**config.mk**
```make
export PLATFORM = sky130hd
export DESIGN_NAME = position_speed_tracker
export DESIGN_NICKNAME = d
export VERILOG_FILES = /design/src/pst_pkg.sv /design/src/pst_ctrl.sv /design/src/pst_datapath.sv /design/src/position_speed_tracker.sv
export SDC_FILE = /design/constraint.sdc
export NUM_CORES = 2
export LEC_CHECK = 0
export BUFFER_PORTS_ARGS = -buffer_cell sky130_fd_sc_hd__buf_4
export CORE_MARGIN = 5
export CORE_UTILIZATION = 58
export DETAILED_ROUTE_END_ITERATION = 12
export PLACE_DENSITY_LB_ADDON = 0.15
export SLEW_MARGIN = 20
export SYNTH_ARGS = -nofsm -noshare
export SYNTH_HDL_FRONTEND = slang
export SYNTH_SLANG_ARGS = --single-unit
```
**constraint.sdc**
```tcl
create_clock -name i_clk -period 5.7 [get_ports i_clk]
set_input_delay 0.57 -clock i_clk [delete_from_list [all_inputs] [get_ports i_clk]]
set_output_delay 0.57 -clock i_clk [all_outputs]
set_load 0.1 [all_outputs]
```
**src/pst_pkg.sv**
```systemverilog
package pst_pkg;

    // Field widths of the position and time inputs.
    localparam int POS_W  = 32;
    localparam int TIME_W = 48;

    // Result field widths.
    localparam int SPD_W  = 32;
    localparam int DIST_W = 48;

    // Magnitude of a coordinate difference, and the root of the sum of two squares.
    localparam int DIFF_W = POS_W + 1;
    localparam int ROOT_W = DIFF_W + 1;
    localparam int RAD_W  = 2 * ROOT_W;
    localparam int REM_W  = ROOT_W + 2;

    // Scaling by 1000 ms per second adds ten bits.
    localparam int MS_W   = 10;
    localparam int PROD_W = ROOT_W + MS_W;
    localparam int DVD_W  = (PROD_W > SPD_W) ? PROD_W : SPD_W + 1;
    localparam int HI_W   = DVD_W - SPD_W;

    // Step counter covers the longest iterative phase.
    localparam int CNT_W  = $clog2(ROOT_W);

    // Commands from the controller to the datapath.
    typedef struct packed {
        logic clear;
        logic store;
        logic start;
        logic sq_step;
        logic root_step;
        logic div_load;
        logic div_step;
        logic out_load;
    } t_ctl_cmd;

    // Status from the datapath to the controller.
    typedef struct packed {
        logic have_prev;
    } t_dp_status;

endpackage

```
**src/pst_ctrl.sv**
```systemverilog
module pst_ctrl (
    input  logic                i_clk,
    input  logic                i_rst_n,
    input  logic                i_in_valid,
    input  logic                i_in_cmd,
    input  logic                i_out_stall,
    input  pst_pkg::t_dp_status i_status,
    output pst_pkg::t_ctl_cmd   o_cmd,
    output logic                o_in_stall,
    output logic                o_out_valid
);

    localparam logic [2:0] S_IDLE  = 3'd0;
    localparam logic [2:0] S_SQR   = 3'd1;
    localparam logic [2:0] S_ROOT  = 3'd2;
    localparam logic [2:0] S_DLOAD = 3'd3;
    localparam logic [2:0] S_DIV   = 3'd4;
    localparam logic [2:0] S_DONE  = 3'd5;

    logic [2:0]                r_state;
    logic [2:0]                n_state;
    logic [pst_pkg::CNT_W-1:0] r_cnt;
    logic [pst_pkg::CNT_W-1:0] n_cnt;
    logic                      r_out_valid;
    logic                      n_out_valid;
    pst_pkg::t_ctl_cmd         cmd;

    // Sequence: accept, square, root, divider load, divide, hand off the result.
    always_comb begin
        n_state = r_state;
        n_cnt   = r_cnt;
        cmd     = '0;
        unique case (r_state)
            S_IDLE: begin
                if (i_in_valid) begin
                    if (i_in_cmd) begin
                        cmd.clear = 1'b1;
                    end else if (!i_status.have_prev) begin
                        cmd.store = 1'b1;
                    end else begin
                        cmd.start = 1'b1;
                        n_state   = S_SQR;
                        n_cnt     = '0;
                    end
                end
            end
            S_SQR: begin
                cmd.sq_step = 1'b1;
                if (r_cnt == pst_pkg::CNT_W'(pst_pkg::DIFF_W - 1)) begin
                    n_state = S_ROOT;
                    n_cnt   = '0;
                end else begin
                    n_cnt = r_cnt + 1'b1;
                end
            end
            S_ROOT: begin
                cmd.root_step = 1'b1;
                if (r_cnt == pst_pkg::CNT_W'(pst_pkg::ROOT_W - 1)) begin
                    n_state = S_DLOAD;
                    n_cnt   = '0;
                end else begin
                    n_cnt = r_cnt + 1'b1;
                end
            end
            S_DLOAD: begin
                cmd.div_load = 1'b1;
                n_state      = S_DIV;
                n_cnt        = '0;
            end
            S_DIV: begin
                cmd.div_step = 1'b1;
                if (r_cnt == pst_pkg::CNT_W'(pst_pkg::SPD_W - 1)) begin
                    n_state = S_DONE;
                    n_cnt   = '0;
                end else begin
                    n_cnt = r_cnt + 1'b1;
                end
            end
            S_DONE: begin
                if (!r_out_valid || !i_out_stall) begin
                    cmd.out_load = 1'b1;
                    n_state      = S_IDLE;
                end
            end
            default: begin
                n_state = S_IDLE;
            end
        endcase
    end

    // The output register holds a beat until the far side takes it.
    always_comb begin
        if (cmd.out_load) begin
            n_out_valid = 1'b1;
        end else begin
            n_out_valid = r_out_valid && i_out_stall;
        end
    end

    always_ff @(posedge i_clk) begin
        if (!i_rst_n) begin
            r_state     <= S_IDLE;
            r_cnt       <= '0;
            r_out_valid <= 1'b0;
        end else begin
            r_state     <= n_state;
            r_cnt       <= n_cnt;
            r_out_valid <= n_out_valid;
        end
    end

    assign o_cmd       = cmd;
    assign o_in_stall  = (r_state != S_IDLE);
    assign o_out_valid = r_out_valid;

endmodule

```
**src/pst_datapath.sv**
```systemverilog
module pst_datapath (
    input  logic                          i_clk,
    input  logic                          i_rst_n,
    input  pst_pkg::t_ctl_cmd             i_cmd,
    input  logic [pst_pkg::TIME_W-1:0]    i_sample_time,
    input  logic signed [pst_pkg::POS_W-1:0] i_pos_x,
    input  logic signed [pst_pkg::POS_W-1:0] i_pos_y,
    input  logic signed [pst_pkg::POS_W-1:0] i_pos_z,
    output pst_pkg::t_dp_status           o_status,
    output logic [pst_pkg::SPD_W-1:0]     o_planar_speed,
    output logic [pst_pkg::SPD_W-1:0]     o_lift_speed,
    output logic [pst_pkg::DIST_W-1:0]    o_distance_total,
    output logic                          o_time_error
);

    // Magnitude of the difference of two signed positions.
    function automatic logic [pst_pkg::DIFF_W-1:0] abs_diff(
        input logic [pst_pkg::POS_W-1:0] a,
        input logic [pst_pkg::POS_W-1:0] b
    );
        logic [pst_pkg::DIFF_W-1:0] d;
        d = {a[pst_pkg::POS_W-1], a} - {b[pst_pkg::POS_W-1], b};
        if (d[pst_pkg::DIFF_W-1]) begin
            d = -d;
        end
        return d;
    endfunction

    // x * 1000 as x * 1024 - x * 32 + x * 8.
    function automatic logic [pst_pkg::PROD_W-1:0] times_ms(
        input logic [pst_pkg::ROOT_W-1:0] x
    );
        logic [pst_pkg::PROD_W-1:0] w;
        w = pst_pkg::PROD_W'(x);
        return (w << pst_pkg::MS_W) - (w << 5) + (w << 3);
    endfunction

    // One restoring division step: returns the new remainder and quotient shift.
    function automatic logic [pst_pkg::TIME_W+pst_pkg::SPD_W-1:0] div_iter(
        input logic [pst_pkg::TIME_W-1:0] rem,
        input logic [pst_pkg::SPD_W-1:0]  q,
        input logic [pst_pkg::TIME_W-1:0] dt
    );
        logic [pst_pkg::TIME_W:0]   t;
        logic [pst_pkg::TIME_W:0]   diff;
        logic                       ge;
        logic [pst_pkg::TIME_W-1:0] rem_n;
        t    = {rem, q[pst_pkg::SPD_W-1]};
        diff = t - {1'b0, dt};
        ge   = (t >= {1'b0, dt});
        if (ge) begin
            rem_n = diff[pst_pkg::TIME_W-1:0];
        end else begin
            rem_n = t[pst_pkg::TIME_W-1:0];
        end
        return {rem_n, q[pst_pkg::SPD_W-2:0], ge};
    endfunction

    logic                         r_have_prev;
    logic [pst_pkg::TIME_W-1:0]   r_prev_time;
    logic [pst_pkg::POS_W-1:0]    r_prev_x;
    logic [pst_pkg::POS_W-1:0]    r_prev_y;
    logic [pst_pkg::POS_W-1:0]    r_prev_z;
    logic [pst_pkg::DIST_W-1:0]   r_dist;

    logic                         r_err;
    logic [pst_pkg::TIME_W-1:0]   r_dt;
    logic [pst_pkg::DIFF_W-1:0]   r_dz;

    logic [pst_pkg::RAD_W-1:0]    r_acc;
    logic [pst_pkg::RAD_W-1:0]    r_mx;
    logic [pst_pkg::RAD_W-1:0]    r_my;
    logic [pst_pkg::DIFF_W-1:0]   r_bx;
    logic [pst_pkg::DIFF_W-1:0]   r_by;

    logic [pst_pkg::REM_W-1:0]    r_rem;
    logic [pst_pkg::ROOT_W-1:0]   r_root;

    logic [pst_pkg::TIME_W-1:0]   r_prem;
    logic [pst_pkg::SPD_W-1:0]    r_pq;
    logic                         r_psat;
    logic [pst_pkg::TIME_W-1:0]   r_lrem;
    logic [pst_pkg::SPD_W-1:0]    r_lq;
    logic                         r_lsat;

    logic [pst_pkg::DIFF_W-1:0]   dx;
    logic [pst_pkg::DIFF_W-1:0]   dy;
    logic [pst_pkg::DIFF_W-1:0]   dz;
    logic [pst_pkg::RAD_W-1:0]    sq_add_x;
    logic [pst_pkg::RAD_W-1:0]    sq_add_y;
    logic [pst_pkg::REM_W-1:0]    rt_try;
    logic [pst_pkg::REM_W-1:0]    rt_trial;
    logic                         rt_ge;
    logic [pst_pkg::DVD_W-1:0]    p_dvd;
    logic [pst_pkg::DVD_W-1:0]    l_dvd;
    logic [pst_pkg::HI_W-1:0]     p_hi;
    logic [pst_pkg::HI_W-1:0]     l_hi;
    logic [pst_pkg::DIST_W:0]     dist_sum;
    logic [pst_pkg::TIME_W+pst_pkg::SPD_W-1:0] p_next;
    logic [pst_pkg::TIME_W+pst_pkg::SPD_W-1:0] l_next;

    // Differences against the stored sample.
    assign dx = abs_diff(i_pos_x, r_prev_x);
    assign dy = abs_diff(i_pos_y, r_prev_y);
    assign dz = abs_diff(i_pos_z, r_prev_z);

    // Shift-and-add squaring of both differences, one bit of each a cycle.
    assign sq_add_x = r_bx[0] ? r_mx : '0;
    assign sq_add_y = r_by[0] ? r_my : '0;

    // Digit-by-digit square root, two radicand bits a cycle.
    assign rt_try   = {r_rem[pst_pkg::ROOT_W-1:0], r_acc[pst_pkg::RAD_W-1 -: 2]};
    assign rt_trial = {r_root, 2'b01};
    assign rt_ge    = (rt_try >= rt_trial);

    // Dividends scaled to milliseconds; besides a time error, the high part alone decides saturation.
    assign p_dvd = pst_pkg::DVD_W'(times_ms(r_root));
    assign l_dvd = pst_pkg::DVD_W'(times_ms(pst_pkg::ROOT_W'(r_dz)));
    assign p_hi  = p_dvd[pst_pkg::DVD_W-1:pst_pkg::SPD_W];
    assign l_hi  = l_dvd[pst_pkg::DVD_W-1:pst_pkg::SPD_W];

    assign dist_sum = {1'b0, r_dist} + (pst_pkg::DIST_W+1)'(r_root);

    assign p_next = div_iter(r_prem, r_pq, r_dt);
    assign l_next = div_iter(r_lrem, r_lq, r_dt);

    // Tracking state: previous sample and the saturating distance total.
    always_ff @(posedge i_clk) begin
        if (!i_rst_n || i_cmd.clear) begin
            r_have_prev <= 1'b0;
            r_prev_time <= '0;
            r_prev_x    <= '0;
            r_prev_y    <= '0;
            r_prev_z    <= '0;
            r_dist      <= '0;
        end else begin
            if (i_cmd.store || i_cmd.start) begin
                r_have_prev <= 1'b1;
                r_prev_time <= i_sample_time;
                r_prev_x    <= i_pos_x;
                r_prev_y    <= i_pos_y;
                r_prev_z    <= i_pos_z;
            end
            if (i_cmd.div_load) begin
                r_dist <= dist_sum[pst_pkg::DIST_W] ? '1 : dist_sum[pst_pkg::DIST_W-1:0];
            end
        end
    end

    // Arithmetic working registers.
    always_ff @(posedge i_clk) begin
        if (i_cmd.start) begin
            r_err  <= (i_sample_time <= r_prev_time);
            r_dt   <= i_sample_time - r_prev_time;
            r_dz   <= dz;
            r_acc  <= '0;
            r_mx   <= pst_pkg::RAD_W'(dx);
            r_my   <= pst_pkg::RAD_W'(dy);
            r_bx   <= dx;
            r_by   <= dy;
            r_rem  <= '0;
            r_root <= '0;
        end
        if (i_cmd.sq_step) begin
            r_acc <= r_acc + sq_add_x + sq_add_y;
            r_mx  <= r_mx << 1;
            r_my  <= r_my << 1;
            r_bx  <= r_bx >> 1;
            r_by  <= r_by >> 1;
        end
        if (i_cmd.root_step) begin
            r_rem  <= rt_ge ? (rt_try - rt_trial) : rt_try;
            r_root <= {r_root[pst_pkg::ROOT_W-2:0], rt_ge};
            r_acc  <= r_acc << 2;
        end
        if (i_cmd.div_load) begin
            r_prem <= pst_pkg::TIME_W'(p_hi);
            r_pq   <= p_dvd[pst_pkg::SPD_W-1:0];
            r_psat <= r_err || (r_dt <= pst_pkg::TIME_W'(p_hi));
            r_lrem <= pst_pkg::TIME_W'(l_hi);
            r_lq   <= l_dvd[pst_pkg::SPD_W-1:0];
            r_lsat <= r_err || (r_dt <= pst_pkg::TIME_W'(l_hi));
        end
        if (i_cmd.div_step) begin
            r_prem <= p_next[pst_pkg::TIME_W+pst_pkg::SPD_W-1:pst_pkg::SPD_W];
            r_pq   <= p_next[pst_pkg::SPD_W-1:0];
            r_lrem <= l_next[pst_pkg::TIME_W+pst_pkg::SPD_W-1:pst_pkg::SPD_W];
            r_lq   <= l_next[pst_pkg::SPD_W-1:0];
        end
    end

    // Result register, loaded once the far side has room.
    always_ff @(posedge i_clk) begin
        if (i_cmd.out_load) begin
            o_planar_speed   <= r_psat ? '1 : r_pq;
            o_lift_speed     <= r_lsat ? '1 : r_lq;
            o_distance_total <= r_dist;
            o_time_error     <= r_err;
        end
    end

    assign o_status.have_prev = r_have_prev;

endmodule

```
**src/position_speed_tracker.sv**
```systemverilog
// Channel  | Direction | Handshake                  | Fields
// input    | in        | i_in_valid / o_in_stall    | i_cmd, i_sample_time, i_pos_x/y/z
// output   | out       | o_out_valid / i_out_stall  | o_planar_speed, o_lift_speed,
//          |           |                            | o_distance_total, o_time_error
//
// A disconnect beat or the first sample after a clear is handled in the idle state.
// Any later sample runs through accept, 33 squaring steps, 34 root steps,
// a divider load, 32 steps of the two parallel dividers and the result load.
// Reset is synchronous and active low; it clears the stored sample and the total.
// The result register holds a beat under stall while the next input is taken;
// a finished item waits in its last step only if a result is still held.
module position_speed_tracker (
    input  logic                             i_clk,
    input  logic                             i_rst_n,
    input  logic                             i_in_valid,
    output logic                             o_in_stall,
    input  logic                             i_cmd,
    input  logic [pst_pkg::TIME_W-1:0]       i_sample_time,
    input  logic signed [pst_pkg::POS_W-1:0] i_pos_x,
    input  logic signed [pst_pkg::POS_W-1:0] i_pos_y,
    input  logic signed [pst_pkg::POS_W-1:0] i_pos_z,
    output logic                             o_out_valid,
    input  logic                             i_out_stall,
    output logic [pst_pkg::SPD_W-1:0]        o_planar_speed,
    output logic [pst_pkg::SPD_W-1:0]        o_lift_speed,
    output logic [pst_pkg::DIST_W-1:0]       o_distance_total,
    output logic                             o_time_error
);

    pst_pkg::t_ctl_cmd   ctl_cmd;
    pst_pkg::t_dp_status dp_status;

    // Sequencer for the iterative phases.
    pst_ctrl u_ctrl (
        .i_clk       (i_clk),
        .i_rst_n     (i_rst_n),
        .i_in_valid  (i_in_valid),
        .i_in_cmd    (i_cmd),
        .i_out_stall (i_out_stall),
        .i_status    (dp_status),
        .o_cmd       (ctl_cmd),
        .o_in_stall  (o_in_stall),
        .o_out_valid (o_out_valid)
    );

    // Squaring, root and division datapath with the tracking state.
    pst_datapath u_datapath (
        .i_clk            (i_clk),
        .i_rst_n          (i_rst_n),
        .i_cmd            (ctl_cmd),
        .i_sample_time    (i_sample_time),
        .i_pos_x          (i_pos_x),
        .i_pos_y          (i_pos_y),
        .i_pos_z          (i_pos_z),
        .o_status         (dp_status),
        .o_planar_speed   (o_planar_speed),
        .o_lift_speed     (o_lift_speed),
        .o_distance_total (o_distance_total),
        .o_time_error     (o_time_error)
    );

    // No result beat is pending in the cycle after reset.
    a_reset_clears_out: assert property (@(posedge i_clk)
        (i_rst_n && $past(!i_rst_n)) |-> !o_out_valid)
        else $error("result valid right after reset");

    // A timing error always comes with both speeds saturated.
    a_err_saturates: assert property (@(posedge i_clk) disable iff (!i_rst_n)
        (o_out_valid && o_time_error) |-> (o_planar_speed == '1 && o_lift_speed == '1))
        else $error("time error without saturated speeds");

    // A new result never appears in the cycle after an input beat is taken.
    a_no_instant_result: assert property (@(posedge i_clk) disable iff (!i_rst_n)
        (i_in_valid && !o_in_stall) |=> !$rose(o_out_valid))
        else $error("result appeared one cycle after an input beat");

endmodule
```
==> impl_results.md <==
* Largest net degree at the start of global routing at 161
* Post-DP HPWL at 136000 µm
* First-pass DRT Iterations at 7
* Worst-margin pin slew at 1.06 ns
* Post-synth ARST share at 0
* Global-route wire length before repair at 282000 µm
* Die area at 0.120 mm²
* FF/Latch Area at 0.0249 mm²
* Post-route ant nets at 0
* Gpl congestion at 0.951
* Static leakage at 30.4 nW
* XOR/XNOR Fraction of Synth Area at 0.0588
* Iter 0 DRT Violations at 4469
* Ys flop type: edfxtp_1
* Startpoint Class: register
* Register bit total from synthesis at 898
* CP arrival at 5.96 ns
* Pwr dens at 258 mW/mm²
* Synth Instances at 7405
* Slew Limit Fails at 0
* Number of I/O pins at 264
* Post-Synth Adder-Cell Area at 0.134
* Synth cell types at 88
* Worst-case clock skew at 0.0295 ns
* Crit-path max FO at 5
* HP Class: input pin to register
* Initial core utilization at 0.584
* Synth Cell Area at 0.0657 mm²
* Max Clk Rate at 185 MHz
* Initial antenna violation count at 17
* Clock latency on the worst-skew pair at 0.71 ns
* Synth-to-layout area growth at 10.9%
* Vias in the first global route at 51500
* Vias at 55000
* GR Overflow Total at 0
* # setup viols final at 0
* Die width at 347 µm
* Avg Vias per Cell at 6.00
* Synth Area per Inst at 8.87 µm²
* Worst setup margin at 0.283 ns
* Final period utilization at 0.950
* CTS HTree Levels at 3
* Synthesized Nets at 8182
* Worst Setup End Kind: register
* FP Rows at 123
* Core Footprint at 0.112 mm²
* Root Buffer: clkbuf_16
* DRC viols at 0
* DR WL/cell at 19.6 µm
* CTS clk-pin slew, worst paths at 0.07 ns
* Simple logic cell fraction of the synthesized area at 0.158
* NumNets Final at 8330
* Sequential-to-total area share from yosys stat at 0.379
* Final WL at 179000 µm
* CTS Buf Count at 101
* RSZ-0062 raised after global routing: false
* Clock Sinks at 898
* Hold_buf cts at 0
* Synth Area in Compound Gates at 0.201
* Largest family of logic cells by synthesized area: compound AO/OA/AOI/OAI gates
* Setup CP Type: register to register
* Peak VDD IR at 274 µV
* Fin Setup TNS at 0 ns
* Port Buffers at 263
* Max cap viols at 0
* Rel. slew slack at 0.295
* CTS tree: yes
* Fin cells at 9153
* Layout cells sized above 1 at 0.0882
* Mux cell area share after synthesis at 0.00970
* Ys Warns at 0
* Req. time, crit path at 6.25 ns
* Clock period minus worst slack at 5.42 ns
* Footprint of the multi-input gates at 0.0371 mm²
* Filler cell count at 9601
* Cells after DPL at 8948
* Hold Vio Cnt, Final at 0
* Clk buf depth at 3
* Die height at 347 µm
* Post-synth EDFFs at 689
* Dpl ws at 0.160 ns
* Tot GR Track Use at 0.286
* Outcome: finished clean
-- per-layer routing --
metal	up-vias	wire length, µm	track usage
li1	26700	-	-
met1	26300	80200	0.403
met2	1666	82400	0.465
met3	314	10900	0.0423
met4	6	5600	0.0813
met5	-	44	0
-- sequential cells by signal, indices dropped and copies added (netlist names), 33 cells and up --
signal / count
u_datapath.r_acc: 68
u_datapath.r_mx: 68
u_datapath.r_my: 68
u_datapath.o_distance_total: 48
u_datapath.r_dist: 48
u_datapath.r_dt: 48
u_datapath.r_lrem: 48
u_datapath.r_prem: 48
u_datapath.r_prev_time: 48
u_datapath.r_rem: 34
u_datapath.r_root: 34
u_datapath.r_bx: 33
u_datapath.r_by: 33
u_datapath.r_dz: 33
-- final cells by class --
class,count,area share
clock buffers,130,0.0373
well taps,1500,0.0258
clock inverters,61,0.0109
diodes,12,0.000412
flip-flops and latches,898,0.341
repair buffers,339,0.0366
inverters,733,0.0378
multi-input cells,5480,0.510
-- stage by stage --
stage / utilization / instance area, µm² / power [mW] / hold slack [ns]
global placement: 0.615 / 69200 / 11.9 / 0.441
floorplan: - / 65700 / 10.8 / 0.423
finish: 0.648 / 72800 / 18.8 / 0.121
global route: 0.647 / 72800 / 19.6 / 0.0953
detailed placement: 0.615 / 69200 / 11.9 / 0.446
CTS: 0.646 / 72700 / 18.8 / 0.0717
-- cells by family (layout without fill, tap and decap cells) --
logic type | count (synthesis) | count (layout)
and+or+nand+nor | 2230 | 2230
AOI/OAI and AO/OA | 2120 | 2120
buffers and inverters | 1027 | 1263
DFF | 898 | 898
adders and majority gates | 628 | 628
xor gates and xnor gates | 441 | 441
muxes | 61 | 61
other | 0 | 12
-- critical path: stages, from the launching register on --
cell	delay [ns]
edfxtp_1	0.44
inv_2	0.11
fa_1	0.49
inv_1	0.05
ha_1	0.33
a21o_1	0.19
a21o_1	0.16
a21o_1	0.20
and2_1	0.17
a221o_1	0.34
nor3b_2	0.21
nor2_1	0.17
o21bai_1	0.14
a2111oi_1	0.43
nor3b_1	0.13
ha_1	0.32
o21a_1	0.11
o21a_1	0.16
o21a_1	0.17
o21a_1	0.16
o21a_1	0.16
o21ai_0	0.15
nand2b_1	0.07
a21oi_1	0.13
o21ai_0	0.11
a31oi_1	0.17
-- path summary, 6_finish.rpt --
| path | startpoint | to | slack [ns] | cells past startpoint |
|---|---|---|---|---|
| worst max register to register | u_datapath.r_root[8] | u_datapath.r_psat | 0.28 | 25 |
| worst min register to register | u_datapath.r_prev_x[27] | u_datapath.r_prev_x[27] | 0.45 | 2 |
| worst min-delay path | i_sample_time[3] | u_datapath.r_prev_time[3] | 0.12 | 3 |
| worst max-delay path | u_datapath.r_root[8] | u_datapath.r_psat | 0.28 | 25 |
-- power by group --
part / switching (mW) / leakage [nW] / total [mW] / internal [mW]
combinational: 2.68 / 20.7 / 4.40 / 1.72
clock: 2.87 / 1.70 / 6.87 / 4.00
sequential: 0.122 / 8.04 / 7.49 / 7.36
-- cells in the mapped netlist (all sizes together) (138+ instances only) --
cell | instances | area (µm²)
a21o | 262 | 1970
a21oi | 770 | 3850
and3 | 142 | 888
clkbuf | 270 | 1010
dfxtp | 209 | 4180
edfxtp | 689 | 20700
ha | 500 | 6260
inv | 733 | 2750
nand2 | 916 | 3440
nand3 | 138 | 691
nor2 | 462 | 1730
o21ai | 401 | 2010
xnor2 | 261 | 2290
xor2 | 180 | 1580
-- cell usage in the layout (no fill, tap or decap), types with 68 or more instances in the layout --
master / synthesis / layout
nand2_1: 916 / 909
a21oi_1: 770 / 769
inv_1: 733 / 729
edfxtp_1: 689 / 689
ha_1: 500 / 499
nor2_1: 462 / 459
o21ai_0: 397 / 395
buf_4: 0 / 330
a21o_1: 262 / 262
xnor2_1: 261 / 260
dfxtp_1: 209 / 208
xor2_1: 180 / 180
and3_1: 142 / 142
nand3_1: 138 / 137
fa_1: 128 / 128
nor3_1: 104 / 103
clkbuf_16: 0 / 102
or2_2: 86 / 86
o21a_1: 78 / 78
nand4_1: 74 / 74
o21bai_1: 72 / 72
o22ai_1: 68 / 68
-- timing repair --
action,in CTS,in global routing
buffers inserted,0,1
resized for setup,0,15
endpoints found under the setup margin,0,2
No activity file was read; power rests on OpenSTA's default activity.
